--- src/biquad_cascade_equalizer_macros.svh ---
// ============================================================================
// biquad_cascade_equalizer_macros.svh - assertion helpers
// Clocked, reset-qualified assertion wrappers for the equalizer RTL.
// ============================================================================
`ifndef BIQUAD_CASCADE_EQUALIZER_MACROS_SVH
`define BIQUAD_CASCADE_EQUALIZER_MACROS_SVH

// Same-cycle implication, checked on i_clk, off while i_rst_n is low.
`define BQE_ASSERT_IMP(lbl, ante, cons, msg) \
    lbl: assert property (@(posedge i_clk) disable iff (!i_rst_n) (ante) |-> (cons)) \
        else $error(msg);

// Next-cycle implication, checked on i_clk, off while i_rst_n is low.
`define BQE_ASSERT_NXT(lbl, ante, cons, msg) \
    lbl: assert property (@(posedge i_clk) disable iff (!i_rst_n) (ante) |=> (cons)) \
        else $error(msg);

`endif

--- src/bqe_pkg.sv ---
// ============================================================================
// bqe_pkg - equalizer shared definitions
// Field widths, fixed-point formats, operation and register codes.
// ============================================================================
package bqe_pkg;

    // field widths
    localparam int OP_W     = 2;
    localparam int CH_W     = 2;
    localparam int BAND_W   = 3;
    localparam int IDX_W    = 3;
    localparam int SAMPLE_W = 24;      // Q1.23
    localparam int COEF_W   = 32;      // Q6.26
    localparam int GAIN_W   = 16;      // unsigned Q4.12
    localparam int STATE_W  = 40;      // internal signal and delays

    localparam int COEF_FRAC  = COEF_W - 6;
    localparam int GAIN_FRAC  = 12;
    localparam int COEF_TERMS = 5;

    // multiplier splits the state operand into two halves
    localparam int HALF_W = STATE_W / 2;
    localparam int PART_W = HALF_W + 1;
    localparam int PROD_W = COEF_W + PART_W;
    localparam int ACC_W  = COEF_W + STATE_W + 2;

    // operations
    localparam logic [OP_W-1:0] OP_SAMPLE = 2'd0;
    localparam logic [OP_W-1:0] OP_COEF   = 2'd1;
    localparam logic [OP_W-1:0] OP_CLEAR  = 2'd2;

    // coefficient slots within a band
    localparam logic [IDX_W-1:0] K_B0 = 3'd0;
    localparam logic [IDX_W-1:0] K_B1 = 3'd1;
    localparam logic [IDX_W-1:0] K_B2 = 3'd2;
    localparam logic [IDX_W-1:0] K_A1 = 3'd3;
    localparam logic [IDX_W-1:0] K_A2 = 3'd4;

    // configuration registers
    localparam logic CFG_ENABLE = 1'b0;
    localparam logic CFG_GAIN   = 1'b1;

    localparam logic [GAIN_W-1:0] GAIN_UNITY = 16'd4096;
    localparam logic [COEF_W-1:0] COEF_ONE =
        {{(COEF_W-COEF_FRAC-1){1'b0}}, 1'b1, {COEF_FRAC{1'b0}}};

    typedef struct packed {
        logic issue;    // product enters the pipe
        logic clr;      // start a new sum
        logic sub;      // subtract the product
        logic hi;       // upper half of the state operand
    } t_mac_op;

endpackage

--- src/bqe_mac.sv ---
// ============================================================================
// bqe_mac - shared multiply-accumulate unit
// 32x21 multiplier, product register, exact accumulator, and the floor
// shift plus saturation back to state and sample widths.
// ============================================================================
module bqe_mac (
    input  logic                                 i_clk,
    input  logic                                 i_rst_n,
    input  bqe_pkg::t_mac_op                     i_op,
    input  logic signed [bqe_pkg::COEF_W-1:0]    i_coef,
    input  logic signed [bqe_pkg::STATE_W-1:0]   i_x,
    input  logic signed [bqe_pkg::STATE_W-1:0]   i_addend,
    output logic signed [bqe_pkg::STATE_W-1:0]   o_state,
    output logic signed [bqe_pkg::SAMPLE_W-1:0]  o_sample,
    output logic                                 o_clip
);
    import bqe_pkg::*;

    localparam int SHC_W = ACC_W - COEF_FRAC;
    localparam int SUM_W = SHC_W + 1;
    localparam int SHG_W = ACC_W - GAIN_FRAC;

    logic signed [PART_W-1:0] w_part;
    logic signed [PROD_W-1:0] w_prod;
    logic signed [PROD_W-1:0] r_prod;
    t_mac_op                  r_op;
    logic signed [ACC_W-1:0]  w_term;
    logic signed [ACC_W-1:0]  n_acc;
    logic signed [ACC_W-1:0]  r_acc;
    logic signed [SHC_W-1:0]  w_shc;
    logic signed [SUM_W-1:0]  w_sum;
    logic signed [SHG_W-1:0]  w_shg;
    logic                     w_st_ovf;

    // low half is unsigned, high half carries the sign
    assign w_part = i_op.hi ? {i_x[STATE_W-1], i_x[STATE_W-1 -: HALF_W]}
                            : {1'b0, i_x[HALF_W-1:0]};
    assign w_prod = i_coef * w_part;

    always_ff @(posedge i_clk) begin
        r_prod <= w_prod;
        if (r_op.issue) begin
            r_acc <= n_acc;
        end
    end

    always_ff @(posedge i_clk) begin
        if (!i_rst_n) begin
            r_op <= '0;
        end else begin
            r_op <= i_op;
        end
    end

    assign w_term = r_op.hi ? (ACC_W'(r_prod) <<< HALF_W) : ACC_W'(r_prod);
    assign n_acc  = (r_op.clr ? ACC_W'(0) : r_acc) + (r_op.sub ? -w_term : w_term);

    // floor shift, add delay term, clamp to state width
    assign w_shc    = r_acc[ACC_W-1:COEF_FRAC];
    assign w_sum    = SUM_W'(w_shc) + SUM_W'(i_addend);
    assign w_st_ovf = (w_sum[SUM_W-1:STATE_W-1] != '0) && (w_sum[SUM_W-1:STATE_W-1] != '1);

    always_comb begin
        if (!w_st_ovf) begin
            o_state = w_sum[STATE_W-1:0];
        end else if (w_sum[SUM_W-1]) begin
            o_state = {1'b1, {(STATE_W-1){1'b0}}};
        end else begin
            o_state = {1'b0, {(STATE_W-1){1'b1}}};
        end
    end

    // post gain: floor by gain fraction, clamp to sample width
    assign w_shg  = r_acc[ACC_W-1:GAIN_FRAC];
    assign o_clip = (w_shg[SHG_W-1:SAMPLE_W-1] != '0) && (w_shg[SHG_W-1:SAMPLE_W-1] != '1);

    always_comb begin
        if (!o_clip) begin
            o_sample = w_shg[SAMPLE_W-1:0];
        end else if (w_shg[SHG_W-1]) begin
            o_sample = {1'b1, {(SAMPLE_W-1){1'b0}}};
        end else begin
            o_sample = {1'b0, {(SAMPLE_W-1){1'b1}}};
        end
    end

endmodule
--- config.mk ---
export PLATFORM = sky130hd
export DESIGN_NAME = bqe_mac
export DESIGN_NICKNAME = d
export VERILOG_FILES = /design/src/biquad_cascade_equalizer_macros.svh /design/src/bqe_pkg.sv /design/src/bqe_mac.sv
export SDC_FILE = /design/constraint.sdc
export NUM_CORES = 2
export LEC_CHECK = 0
export BUFFER_PORTS_ARGS = -buffer_cell sky130_fd_sc_hd__buf_2
export CAP_MARGIN = 20
export CORE_MARGIN = 5
export CORE_UTILIZATION = 54
export CTS_CLUSTER_DIAMETER = 40
export DETAILED_ROUTE_END_ITERATION = 10
export GPL_TIMING_DRIVEN = 0
export MAX_ROUTING_LAYER = met4
export PLACE_DENSITY = 0.75
export RECOVER_POWER = 50
export SLEW_MARGIN = 0
export SYNTH_ARGS = -nofsm -noshare
export SYNTH_HDL_FRONTEND = slang
export SYNTH_SLANG_ARGS = --single-unit
--- constraint.sdc ---
create_clock -name i_clk -period 8.6 [get_ports i_clk]
set_clock_uncertainty 0.1 [all_clocks]
set_input_delay 0.43 -clock i_clk [delete_from_list [all_inputs] [get_ports i_clk]]
set_output_delay 0.43 -clock i_clk [all_outputs]
set_load 0.02 [all_outputs]
==> results.py <==
metrics = {
    "detailed_routing": {
        "drc": 0,
        "wl_microns": 123800,
        "ant_nets": 0,
        "wl_per_cell_microns": 21.41,
        "vias": 33490,
        "drtPass1Iterations": 7,
        "via_per_inst": 5.790,
        "drt_iter0_markers": 3152,
    },
    "cells_and_area": {
        "multi_input_area_sq_um": 31610,
        "final_layout_size_suffix_gt1_share_pct": 6.070,
        "final_common_cell": "inv_1",
        "n_fill_cell": 6458,
        "final_cell_mix": "inv_1 (816), fa_1 (670), nand2_1 (512)",
        "area.sequential_sq_um": 3367,
        "syn_to_final_growth_pct": 7.444,
        "layout.nets": 5857,
    },
    "grt": {
        "antenna_found_initial": 4,
        "gr-max-usage-layer": "met2",
        "grt_usage_pct": 32.49,
        "grt_max_degree": 42,
        "met1_usage_pct": 41.69,
        "grt_pass1_wl_microns": 192600,
        "overflow": 0,
        "grt_util_met3_pct": 7.013,
        "gr-usage-met2_pct": 50.86,
        "grt_pass1_vias": 33960,
    },
    "yosys": {
        "synth-main-ff-cell": "edfxtp_1",
        "syn_nets": 5654,
        "synth_area_sq_um": 38930,
        "syn_inst": 4611,
        "ys_seq_area_share_pct": 8.640,
        "ys_warn_count": 0,
        "synth_cell_types": 92,
        "ys_ff_latch": 131,
        "avgSynthCellArea_sq_um": 8.442,
        "async_flop_share_pct": 0,
        "synth-edff-count": 74,
    },
    "sta": {
        "hold_violations": 0,
        "clock.fmax_ghz": 0.1190,
        "period_share_pct": 97.75,
        "maxSlewViolCount": 0,
        "worst_slew_pin_slew_ps": 1246,
        "finalCriticalPeriod_ps": 8407,
        "hold_ws_ps": 87.38,
        "setup_viol": 0,
        "rsz0062_at_grt": "true",
        "relSlewSlack_pct": 16.96,
    },
    "floorplanning": {
        "chipHeight_microns": 278.5,
        "die_area_sq_um": 77560,
        "core_area_sq_um": 71490,
        "die_w_microns": 278.5,
        "io_pins": 183,
        "start_util_pct": 54.45,
        "rows": 98,
    },
    "worst_setup_path": {
        "crit_family": "adder cells",
        "critPathSlowestCell": "clkbuf_1",
        "critical_path_buf_inv_count": 5,
        "endpoint_kind": "register",
        "cp.arrival_ps": 8680,
        "start_kind": "input port",
        "path_class": "in2reg",
        "cp_max_fo": 10,
        "critPathMostFrequentCell": "fa_1",
        "required_ps": 8870,
        "slowest_delay_ps": 800,
    },
    "cts": {
        "clk_path_buf_depth": 2,
        "cts_htree_levels": 4,
        "clk_pin_slew_ps": 60,
        "root_buffer": "clkbuf_16",
        "cts_inserted_buffers": 17,
        "clock-sinks": 131,
        "cts_tree": "yes",
        "postCtsHoldBufs": 0,
        "clkLatencyLatePin_ps": 450,
    },
    "placement": {
        "portBuffers": 182,
        "dp_hpwl_microns": 103500,
        "gp_congestion": 1.022,
    },
    "min_path": {
        "hold_path_class": "in2reg",
    },
    "run_status": {
        "outcome": "completed",
    },
    "flow_run": {
        "cap_viol_max_count": 0,
    },
}
-- final cells by class --
class | count | share of cell area, %
diodes | 6 | 0.03590
repair buffers | 187 | 2.303
plain buffers | 246 | 2.336
clock inverters | 11 | 0.3261
flip-flops and latches | 131 | 8.050
multi-input cells | 3415 | 75.58
well taps | 950 | 2.842
inverters | 816 | 7.323
clock buffers | 21 | 1.206
-- metrics by stage --
stage	cell area (sq um)	utilization (%)	setup TNS (ps)	std cells	setup slack, ps
after floorplan	38930	-	0	4611	615.2
after global placement	41030	57.39	-56110	5743	-2255
after detailed placement	41080	57.47	-18780	5747	-1274
after CTS	41750	58.41	0	5776	17.96
after global routing	41820	58.50	-165.6	5781	-155.7
final	41830	58.51	0	5783	193.1
-- registers in the layout (all words and copies together), names as in the netlist --
register / flops
r_prod: 53
r_op: 4
r_acc: 74
-- final timing paths --
kind	startpoint	to	slack, ps	cells past startpoint
setup / recovery	i_op[0]	r_prod[45]	190	26
hold / removal	i_op[3]	r_op[3]	90	2
setup reg to reg	r_op[0]	r_acc[69]	530	19
hold reg to reg	r_op[3]	r_acc[31]	630	0
-- metal layers --
layer / routed length [microns] / vias up / part of all wire [%]
met4: 5521 / 0 / 4.5
met3: 12060 / 276 / 9.7
met5: 0 / - / 0
li1: - / 15170 / -
met2: 56260 / 1685 / 45
met1: 49980 / 16360 / 40
-- logic make-up (layout without fill, tap and decap cells) --
kind of cell,Yosys count,after routing,share of synthesized area (%)
XOR/XNOR,221,221,4.992
AO/OA/AOI/OAI,767,767,13.13
multiplexers,56,56,1.498
AND/OR/NAND/NOR,1446,1446,18.80
flip-flops,131,131,8.640
adder cells (fa/ha/maj),925,925,42.65
other,0,6,0
buffers and inverters,1065,1281,10.29
-- synth_stat cells, drive strengths merged (40+ instances only) --
library cell | number | share of area (%)
a21o | 122 | 2.4
a21oi | 220 | 2.8
and2 | 149 | 2.4
clkbuf | 230 | 2.2
dfxtp | 57 | 2.9
edfxtp | 74 | 5.7
fa | 670 | 34
ha | 255 | 8.2
inv | 816 | 7.9
nand2 | 513 | 5.0
nand2b | 42 | 0.67
nand3 | 48 | 0.62
nand4 | 52 | 0.84
nor2 | 187 | 1.8
nor2b | 245 | 3.9
nor3 | 64 | 0.86
nor3b | 42 | 0.81
o21ai | 149 | 1.9
o21bai | 40 | 0.80
xnor2 | 129 | 2.9
xor2 | 92 | 2.1
-- repair_timing --
item | CTS | global route
setup buffers | 0 | 1
endpoints found under the setup margin | 20 | 10
pin swaps | 0 | 2
cloned | 0 | 0
gates resized for setup | 12 | 41
Power is left out: the tool's default activity adds up to more than one toggle a clock period on the data nets, which glitch-free logic cannot reach.
