## src/biquad_cascade_equalizer_macros.svh

```systemverilog
// ============================================================================
// biquad_cascade_equalizer_macros.svh - assertion helpers
// Clocked, reset-qualified assertion wrappers for the equalizer RTL.
// ============================================================================
`ifndef BIQUAD_CASCADE_EQUALIZER_MACROS_SVH
`define BIQUAD_CASCADE_EQUALIZER_MACROS_SVH

// Same-cycle implication, checked on i_clk, off while i_rst_n is low.
`define BQE_ASSERT_IMP(lbl, ante, cons, msg) \
    lbl: assert property (@(posedge i_clk) disable iff (!i_rst_n) (ante) |-> (cons)) \
        else $error(msg);

// Next-cycle implication, checked on i_clk, off while i_rst_n is low.
`define BQE_ASSERT_NXT(lbl, ante, cons, msg) \
    lbl: assert property (@(posedge i_clk) disable iff (!i_rst_n) (ante) |=> (cons)) \
        else $error(msg);

`endif

```

## src/bqe_ram.sv

```systemverilog
// ============================================================================
// bqe_ram - synchronous RAM with per-entry valid bits
// One write port, one registered read port; unwritten entries read as a
// caller-supplied default. Clear drops every valid bit at once.
// ============================================================================
module bqe_ram #(
    parameter int WIDTH = 40,
    parameter int DEPTH = 20,
    parameter int AW    = 5
) (
    input  logic             i_clk,
    input  logic             i_rst_n,
    input  logic             i_clear,
    input  logic             i_we,
    input  logic [AW-1:0]    i_waddr,
    input  logic [WIDTH-1:0] i_wdata,
    input  logic             i_re,
    input  logic [AW-1:0]    i_raddr,
    input  logic [WIDTH-1:0] i_rdflt,
    output logic [WIDTH-1:0] o_rdata
);

    logic [WIDTH-1:0] mem [DEPTH];
    logic [DEPTH-1:0] r_valid;
    logic             r_rvalid;
    logic [WIDTH-1:0] r_rdata;
    logic [WIDTH-1:0] r_rdflt;

    always_ff @(posedge i_clk) begin
        if (i_we) begin
            mem[i_waddr] <= i_wdata;
        end
        if (i_re) begin
            r_rdata <= mem[i_raddr];
            r_rdflt <= i_rdflt;
        end
    end

    always_ff @(posedge i_clk) begin
        if (!i_rst_n) begin
            r_valid  <= '0;
            r_rvalid <= 1'b0;
        end else begin
            if (i_clear) begin
                r_valid <= '0;
            end else if (i_we) begin
                r_valid[i_waddr] <= 1'b1;
            end
            if (i_re) begin
                r_rvalid <= r_valid[i_raddr];
            end
        end
    end

    assign o_rdata = r_rvalid ? r_rdata : r_rdflt;

endmodule

```

## config.mk

```make
export PLATFORM = sky130hd
export DESIGN_NAME = bqe_ram
export DESIGN_NICKNAME = d
export VERILOG_FILES = /design/src/biquad_cascade_equalizer_macros.svh /design/src/bqe_ram.sv
export SDC_FILE = /design/constraint.sdc
export NUM_CORES = 1
export LEC_CHECK = 0
export ABC_AREA = 1
export ABC_CLOCK_PERIOD_IN_PS = 8640
export BUFFER_PORTS_ARGS = -buffer_cell sky130_fd_sc_hd__buf_2
export CORE_AREA = 3 3 251 376
export DETAILED_ROUTE_END_ITERATION = 7
export DIE_AREA = 0 0 254 379
export PLACE_DENSITY = 0.54
export SLEW_MARGIN = 40
export SYNTH_ARGS = -nofsm -noshare
export SYNTH_HDL_FRONTEND = slang
export SYNTH_SLANG_ARGS = --single-unit
export TNS_END_PERCENT = 20
```

## constraint.sdc

```tcl
create_clock -name i_clk -period 8.64 [get_ports i_clk]
set_clock_uncertainty 0.15 [all_clocks]
set_input_delay 1.728 -clock i_clk [delete_from_list [all_inputs] [get_ports i_clk]]
set_output_delay 1.728 -clock i_clk [all_outputs]
set_load 0.05 [all_outputs]
```

==> results of run 1 <==
## power by group through the flow
stage	logic (W)	clock network (W)	registers, W
finish	0.000586	0.00362	0.00491
global route	0.000645	0.00388	0.00491
CTS	0.000593	0.00371	0.00491
detailed placement	0.000591	0	0.00500
global placement	0.000574	0	0.00500
floorplan	0.000381	0	0.00499
## kinds of logic after synthesis
| logic type | after synthesis |
|---|---|
| AND/OR/NAND/NOR | 913 |
| AO/OA/AOI/OAI | 645 |
| flip-flops | 901 |
| multiplexers | 40 |
| buffers and inverters | 247 |
## cells in the final DEF, fill, tap and decap left out
cell type	netlist	final
edfxtp_1	880	880
nor2_1	697	676
o21ai_0	314	314
nand2_1	158	158
o21ai_1	139	139
buf_2	28	131
clkbuf_16	0	87
o211ai_1	80	80
inv_1	72	72
a21oi_1	71	71
nand3_1	50	50
o22ai_1	40	40
mux2_2	40	40
nor2_4	0	21
buf_6	32	21
dfxtp_1	21	20
clkinv_2	0	17
clkbuf_1	77	16
clkinv_1	0	16
buf_4	8	16
nor3_1	8	8
clkinvlp_4	0	7
clkbuf_8	0	5
bufinv_16	0	4
buf_12	2	4
buf_16	0	3
inv_8	1	2
inv_6	0	2
clkinv_4	0	2
inv_4	0	1
inv_2	3	1
a31oi_1	1	1
buf_8	3	1
dfxtp_2	0	1
## area by class of cell
cell class / count / area [µm²] / share of cell area [%]
multi-input cells: 1598 / 7590 / 18.9
well taps: 1173 / 1470 / 3.66
repair buffers: 177 / 1200 / 3.01
clock inverters: 48 / 359 / 0.897
flip-flops and latches: 901 / 26800 / 67.0
clock buffers: 107 / 2290 / 5.72
inverters: 76 / 297 / 0.740
## final timing paths
kind,start,to,slack [ns],depth (start not counted)
worst min register to register,r_valid[1],r_valid[1],0.32,2
worst min-delay path,r_valid[1],r_valid[1],0.32,2
worst max register to register,mem[6][25],r_rdata[25],7.11,8
worst max-delay path,r_rvalid,o_rdata[11],4.40,3
## sequential cells by signal, indices dropped and copies added, names as in the netlist
| name | cells |
|---|---|
| r_rvalid | 1 |
| r_valid | 20 |
| r_rdata | 40 |
| r_rdflt | 40 |
| mem | 800 |
## through the flow
stage | instance area [µm²] | setup WS (ns) | hold slack (ns) | util (%) | std cells
3_3_place_gp | 37200 | 4.06 | 0.299 | 40.6 | 3920
5_1_grt | 40100 | 4.33 | 0.352 | 43.8 | 4080
6_report | 40100 | 4.40 | 0.320 | 43.8 | 4080
3_5_place_dp | 37400 | 4.07 | 0.309 | 40.9 | 3925
2_1_floorplan | 35600 | 4.28 | 0.285 | - | 2746
4_1_cts | 40100 | 4.33 | 0.324 | 43.8 | 4080
## worst max-delay path, stage by stage (launching register included)
cell and delay [ns]:
dfxtp_2 0.40, buf_4 0.62, mux2_2 0.41, buf_2 0.21
## per-layer routing
metal	up-vias	share of wire [%]	track usage [%]
met5	-	0.036	0
met4	6	3.1	6.82
met3	168	5.8	2.77
met2	650	50	34.1
met1	11100	41	25.4
li1	10000	-	-
==> results.tsv, run 1 <==
metric	value	unit
setup.worst_path.end_class	output pin	
max_freq	0.236	GHz
start_kind	register	
switching_share	22.8	%
hold_viol_final	0	
place_hpwl	45.5	mm
synth_fa_ha_area_share	0	%
synth_ff_type	edfxtp_1	
clkPwrFrac	39.8	%
p_int	0.00704	W
die_w	254	µm
root_buffer	clkbuf_16	
synth_top_family_by_area	simple AND/OR/NAND/NOR gates	
yosysUniqueCellTypes	23	
synth-simple-area-share	9.84	%
syn_area	0.0356	mm²
cts_buffer_depth	3	
drive_gt1_share	12.6	%
fin_setup_tns	0	ns
syn-num-nets	2841	
synth_edf_count	880	
cp.required	6.76	ns
power.share.sequential	53.8	%
cp_max_fo	38	
vias	21900	
wl_per_cell	23.2	µm
dr.pass1.iters	5	
arrival	2.36	ns
p_per_area	228	mW/mm²
grt_first_pass_wirelength	140	mm
grt_max_degree	138	
io_pins	135	
p_leak	13.2	nW
die_y	379	µm
antenna_found_initial	5	
fill_cells	8225	
clock-sinks	901	
finalMaxSlewViolations	0	
synth_cells	2746	
clk_pin_slew_worst_paths	0.07	ns
outcome	complete, no violations	
peakVddDrop	0.000141	V
async_flop_share	0	%
syn_avg_cell_area	13.0	µm²
tightest_slew	0.893	ns
rsz0062_at_grt	false	
synth_compound_area_share	9.78	%
core-area	0.0915	mm²
switchingPower	0.00208	W
gp_congestion	0.723	
fin_crit	4.24	ns
grt.overflow.total	0	
io_buffers	134	
area_growth	12.6	%
yosysMostFrequentCell	edfxtp_1	
path_class	reg2out	
synth_mux_area_share	1.27	%
post_cts_buffers	0	
initial_core_util	38.9	%
setup_viol	0	
drc	0	
p_total	0.00912	W
track_usage	19.7	%
holdBufCountCts	0	
cts_made_buffers	85	
synthTopCellsByArea	edfxtp_1, nor2_1, o21ai_0, o21ai_1, o211ai_1	
ys_top_cells_by_count	edfxtp_1, nor2_1, o21ai_0	
hp-class	reg2reg	
synth_seq_cells	901	
postCtsResizedCells	0	
ant_nets	0	
yosys.area.top_type_share	74.3	%
ys_warn_count	0	
insertion_delay	0.65	ns
power_frac_comb	6.4	%
drv_cap	0	
drt_first_iter_violations	2085	
grt_pass1_vias	22200	
synth-seq-area-share	75.4	%
dieArea	0.0963	mm²
tritoncts	done	
yosys.area.top_type	edfxtp_1	
nNetsFinal	2934	
row_count	136	
wl	94.7	mm
n_antenna_cell	0	
h-tree-depth	3	
min_period_over_period	49.1	%
synth-xor-area-share	0	%
via_per_inst	5.37	
slew_headroom	40.5	%
Power figures use the tool's default switching activity.
==> run 2, diff against run 1 <==
- ABC_CLOCK_PERIOD_IN_PS: 8640 -> 4250
- clock period: 8.64 -> 4.25 ns (I/O delays scaled with it)
==> run 2 against run 1 <==
Compared with the run above: power increased by 110%; die area unchanged; combinational power rose by 110%; clock-buffer cell count shrank 9; final cell count rose by 0.51%; non-clock buffer count increased by 22; global-route usage up 0.29 points; register-to-register slack got worse by 4.7 ns; sequential power increased by 100%; sequential share of layout area fell by 0.94 points; design area increased by 1.4%; critical path type unchanged; largest cell class unchanged; highest routed layer unchanged.
==> results.tsv, run 2 (synthesis gave the netlist of run 1 again) <==
metric	value	unit	change
r2r_end	r_rvalid		
min_period_over_period	79.1	%	
hp-class	in2reg		
largest_register_ffs	800		unchanged
multi_input_area	0.00759	mm²	about the same
crit_slowest_cell	dfxtp_2		
root_buffer	clkbuf_16		
use_met3	3.41	%	+0.64 points
fin_ws	0.890	ns	-3.51 ns
grt_max_degree	165		+20%
postCtsResizedCells	0		unchanged
crit_path_max_incr_delay	0.75	ns	+0.13 ns
rrSetupSlack	2.43	ns	-4.68 ns
holdBufCountCts	0		unchanged
initial_core_util	38.9	%	unchanged
ant_nets	0		unchanged
die_w	254	µm	unchanged
max_flop_register	mem		
dieArea	0.0963	mm²	unchanged
peakVddDrop	0.000309	V	+120%
path_class	reg2out		
row_count	136		unchanged
rsz0062_at_grt	false		
hold_ws	0.206	ns	-0.114 ns
worstSetupStartpoint	r_rvalid		
drt_first_iter_violations	2180		+4.6%
drv_cap	0		unchanged
cp.required	3.25	ns	-3.51 ns
wl	96.3	mm	+1.6%
gp_congestion	0.764		+5.7%
place_inst	3947		+0.56%
path_cells	buf_12 > mux2_2 > buf_2		
drc	0		unchanged
grt-busiest-layer	met2		
hold_viol_final	0		unchanged
clock-sinks	901		unchanged
fill_cells	8141		-1.0%
whs_path_depth	1		-1
met2_usage	33.5	%	-0.65 points
top_regs	mem: 800 flops, r_rdata: 40 flops, r_rdflt: 40 flops		
r2r_start	r_rvalid		
area_growth	14.2	%	
max_freq	0.298	GHz	
dr.pass1.iters	5		unchanged
rr_worst_depth	3		-5
via_per_inst	5.36		-0.17%
cts_buffer_depth	3		unchanged
mostFrequentLayoutCells	edfxtp_1, nor2_1, o21ai_0		
setup_viol	0		unchanged
insertion_delay	0.66	ns	about the same
place_hpwl	52.6	mm	+15%
start_kind	register		
core-area	0.0915	mm²	unchanged
finalMaxSlewViolations	0		unchanged
grt_pass1_vias	22000		-0.99%
antenna_found_initial	7		+2
final_common_cell	edfxtp_1		
post_cts_buffers	0		unchanged
grt.overflow.total	0		unchanged
io_pins	135		unchanged
p_leak	13.5	nW	+2.0%
critical_path_buf_inv_count	2		unchanged
seqCellArea	0.0268	mm²	unchanged
track_usage	20.0	%	+0.29 points
io_buffers	134		unchanged
place_area	0.0377	mm²	+0.80%
drive_gt1_share	13.5	%	+0.88 points
cp_num_cells	3		unchanged
tritoncts	done		
h-tree-depth	3		unchanged
cp_max_fo	26		-32%
p_per_area	473	mW/mm²	+110%
arrival	2.36	ns	about the same
nNetsFinal	2955		+0.72%
clk_pin_slew_worst_paths	0.07	ns	about the same
setup.worst_path.end_class	output pin		
cp-endpoint	o_rdata[33]		
vias	22000		+0.35%
fin_crit	3.36	ns	
fin_setup_tns	0	ns	unchanged
wl_per_cell	23.5	µm	+1.1%
pre_cts_ws	1.03	ns	-3.04 ns
die_y	379	µm	unchanged
grt_first_pass_wirelength	142	mm	+1.3%
slew_headroom	45.0	%	+4.6 points
path_delay_family	flip-flops		
tightest_slew	0.825	ns	-0.0686 ns
cts_made_buffers	84		-1.2%
grt.met1_usage	26.2	%	+0.76 points
finalNonFillerCells	4101		+0.51%
outcome	complete, no violations		
design_area	0.0406	mm²	+1.4%
[run 2: how the worst min path moves through the flow]
stage / start / end / slack, ns
final: i_rdflt[34] / r_rdflt[34] / 0.21
after global routing: i_rdflt[29] / r_rdflt[29] / 0.18
after CTS: i_rdflt[29] / r_rdflt[29] / 0.15
after detailed placement: r_valid[5] / r_valid[5] / 0.31
after global placement: r_valid[17] / r_valid[17] / 0.30
after floorplan: r_valid[17] / r_valid[17] / 0.28
[run 2: area by class of cell]
class / count / share of cell area (%)
diodes: 2 / 0.0123
multi-input cells: 1598 / 18.7
clock buffers: 98 / 5.41
repair buffers: 199 / 3.71
clock inverters: 54 / 1.76
inverters: 76 / 0.730
flip-flops and latches: 901 / 66.1
well taps: 1173 / 3.61
[run 2: metrics by stage]
| stage | utilization (%) | power [W] |
|---|---|---|
| after global routing | 44.4 | 0.0199 |
| final | 44.4 | 0.0192 |
| after floorplan | - | 0.0109 |
| after CTS | 44.4 | 0.0194 |
| after detailed placement | 41.2 | 0.0114 |
| after global placement | 41.0 | 0.0114 |
[run 2: metal layers]
metal / up-vias / part of all wire, %
met1: 11100 / 41
li1: 10100 / -
met3: 170 / 6.0
met4: 6 / 3.3
met5: - / 0.034
met2: 673 / 49
[run 2: power by group]
| group | switching, W | internal [W] | leakage [nW] |
|---|---|---|---|
| registers | 0.0000593 | 0.00992 | 8.16 |
| logic | 0.000901 | 0.000330 | 3.92 |
| clock network | 0.00333 | 0.00469 | 1.40 |
==> run 3, diff against run 2 <==
- ABC_CLOCK_PERIOD_IN_PS: 4250 -> 3500
- clock period: 4.25 -> 3.5 ns (I/O delays scaled with it)
==> run 3 against run 2 <==
Compared with the run above: clock power rose by 20%; final cell count grew 0.22%; register-to-register slack got worse by 0.45 ns; sequential power up 21%; routed wire length decreased by 1.4%; clock-buffer cell count is 1 higher; worst hold slack got worse by 0.15 ns; first-iteration DRC count is 18% lower; power grew 21%; critical endpoint is now o_rdata[14]; critical path type unchanged; sequential share of layout area shrank 0.071 points.
==> results.tsv, run 3 (synthesis gave the netlist of run 1 again) <==
metric	value	unit	change
slew_headroom	42.1	%	-2.9 points
outcome	complete, no violations		
area_growth	14.3	%	
h-tree-depth	3		unchanged
hp-class	in2reg		
rrSetupSlack	1.98	ns	-0.45 ns
path_cells	buf_12 > mux2_2 > buf_2		
clock-sinks	901		unchanged
cts_buffer_depth	3		unchanged
grt.overflow.total	0		unchanged
r2r_end	r_rdata[16]		
place_hpwl	50.0	mm	-4.9%
p_total	0.0232	W	+21%
gp_congestion	0.765		+0.22%
drt_first_iter_violations	1778		-18%
arrival	2.00	ns	-0.36 ns
antenna_found_initial	6		-1
io_pins	135		unchanged
track_usage	19.7	%	-0.27 points
drc	0		unchanged
max_flop_register	mem		
p_leak	13.5	nW	+0.29%
setup_viol	0		unchanged
dieArea	0.0963	mm²	unchanged
insertion_delay	0.66	ns	about the same
max_freq	0.350	GHz	
hold_viol_final	0		unchanged
grt_max_degree	133		-19%
wl_per_cell	23.1	µm	-1.7%
setup.worst_path.end_class	output pin		
tritoncts	done		
crit_path_max_incr_delay	0.41	ns	-0.34 ns
p_per_area	571	mW/mm²	+21%
fin_crit	2.85	ns	
crit_slowest_cell	dfxtp_2		
drive_gt1_share	13.5	%	+0.022 points
top_regs	mem: 800 flops, r_rdata: 40 flops, r_rdflt: 40 flops		
root_buffer	clkbuf_16		
via_per_inst	5.33		-0.60%
finalMaxSlewViolations	0		unchanged
core-area	0.0915	mm²	unchanged
clk_pin_slew_worst_paths	0.06	ns	about the same
row_count	136		unchanged
drv_cap	0		unchanged
mostFrequentLayoutCells	edfxtp_1, nor2_1, o21ai_0		
io_buffers	134		unchanged
start_kind	register		
min_period_over_period	81.5	%	
nNetsFinal	2958		+0.10%
cp-endpoint	o_rdata[14]		
fin_setup_tns	0	ns	unchanged
peakVddDrop	0.000317	V	+2.4%
final_common_cell	edfxtp_1		
grt_first_pass_wirelength	141	mm	-0.84%
initial_core_util	38.9	%	unchanged
rsz0062_at_grt	false		
die_y	379	µm	unchanged
worstSetupStartpoint	r_rvalid		
die_w	254	µm	unchanged
grt_pass1_vias	22000		+0.23%
r2r_start	mem[2][16]		
dr.pass1.iters	5		unchanged
cts_made_buffers	86		+2.4%
largest_register_ffs	800		unchanged
cp.required	2.65	ns	-0.60 ns
rr_worst_depth	8		+5
post_cts_buffers	0		unchanged
tightest_slew	0.868	ns	+0.0435 ns
holdBufCountCts	0		unchanged
vias	21900		-0.38%
ant_nets	0		unchanged
postCtsResizedCells	0		unchanged
wl	94.9	mm	-1.4%
cp_max_fo	38		+46%
path_class	reg2out		
==> run 3: changes by cell type in the layout (fill, tap and decap cells not counted), moves of 2 or more <==
| cell | change |
|---|---|
| clkinvlp_4 | -3 |
| buf_6 | -3 |
| bufinv_16 | -4 |
| buf_8 | -2 |
| clkbuf_16 | +3 |
| clkinv_2 | +6 |
| buf_12 | +6 |
| clkinv_1 | +9 |
| clkbuf_1 | -2 |
==> run 3: layer usage <==
metal  global-route usage [%]  vias to the layer above  share of wire (%)
met1                     25.2                    11100                 41
met4                     7.07                        4                2.7
met2                     34.5                      621                 51
met5                        0                        -              0.028
met3                     2.51                      141                5.0
li1                         -                    10100                  -
==> run 3: metrics by stage <==
stage	cells	setup slack, ns	cell area, µm²	hold WS (ns)	utilization (%)
5_1_grt	4109	0.589	40700	0.0381	44.4
3_5_place_dp	3947	0.623	37700	0.308	41.2
2_1_floorplan	2746	0.165	35600	0.285	-
6_report	4110	0.647	40700	0.0584	44.4
3_3_place_gp	3945	0.675	37700	0.296	41.2
4_1_cts	4108	0.575	40600	0.0134	44.4
==> run 3: power breakdown <==
| group | leakage, nW | total, W | switching, W | internal, W |
|---|---|---|---|---|
| Sequential | 8.16 | 0.0121 | 0.0000673 | 0.0120 |
| Combinational | 3.94 | 0.00149 | 0.00108 | 0.000412 |
| Clock | 1.42 | 0.00960 | 0.00404 | 0.00556 |
==> run 3: how the worst min path moves through the flow <==
stage | from | end | slack, ns | depth (start not counted)
floorplan | r_valid[17] | r_valid[17] | 0.28 | 2
finish | i_rdflt[2] | r_rdflt[2] | 0.06 | 1
CTS | i_rdflt[7] | r_rdflt[7] | 0.01 | 1
detailed placement | r_valid[15] | r_valid[15] | 0.31 | 2
global placement | r_valid[17] | r_valid[17] | 0.30 | 2
global route | i_rdflt[7] | r_rdflt[7] | 0.04 | 1
==> run 3: cell type report <==
type,count,area (µm²)
clock inverters,62,638
well taps,1173,1470
flip-flops and latches,901,26800
clock buffers,99,2260
diodes,1,2.50
inverters,76,297
multi-input cells,1598,7590
repair buffers,200,1560
fillers,8261,50900
==> run 3: critical path, delay by kind of cell, from the launching register on <==
family / cells / cell delay (ns)
buf+inv: 2 / 0.50
flops: 1 / 0.41
mux: 1 / 0.37
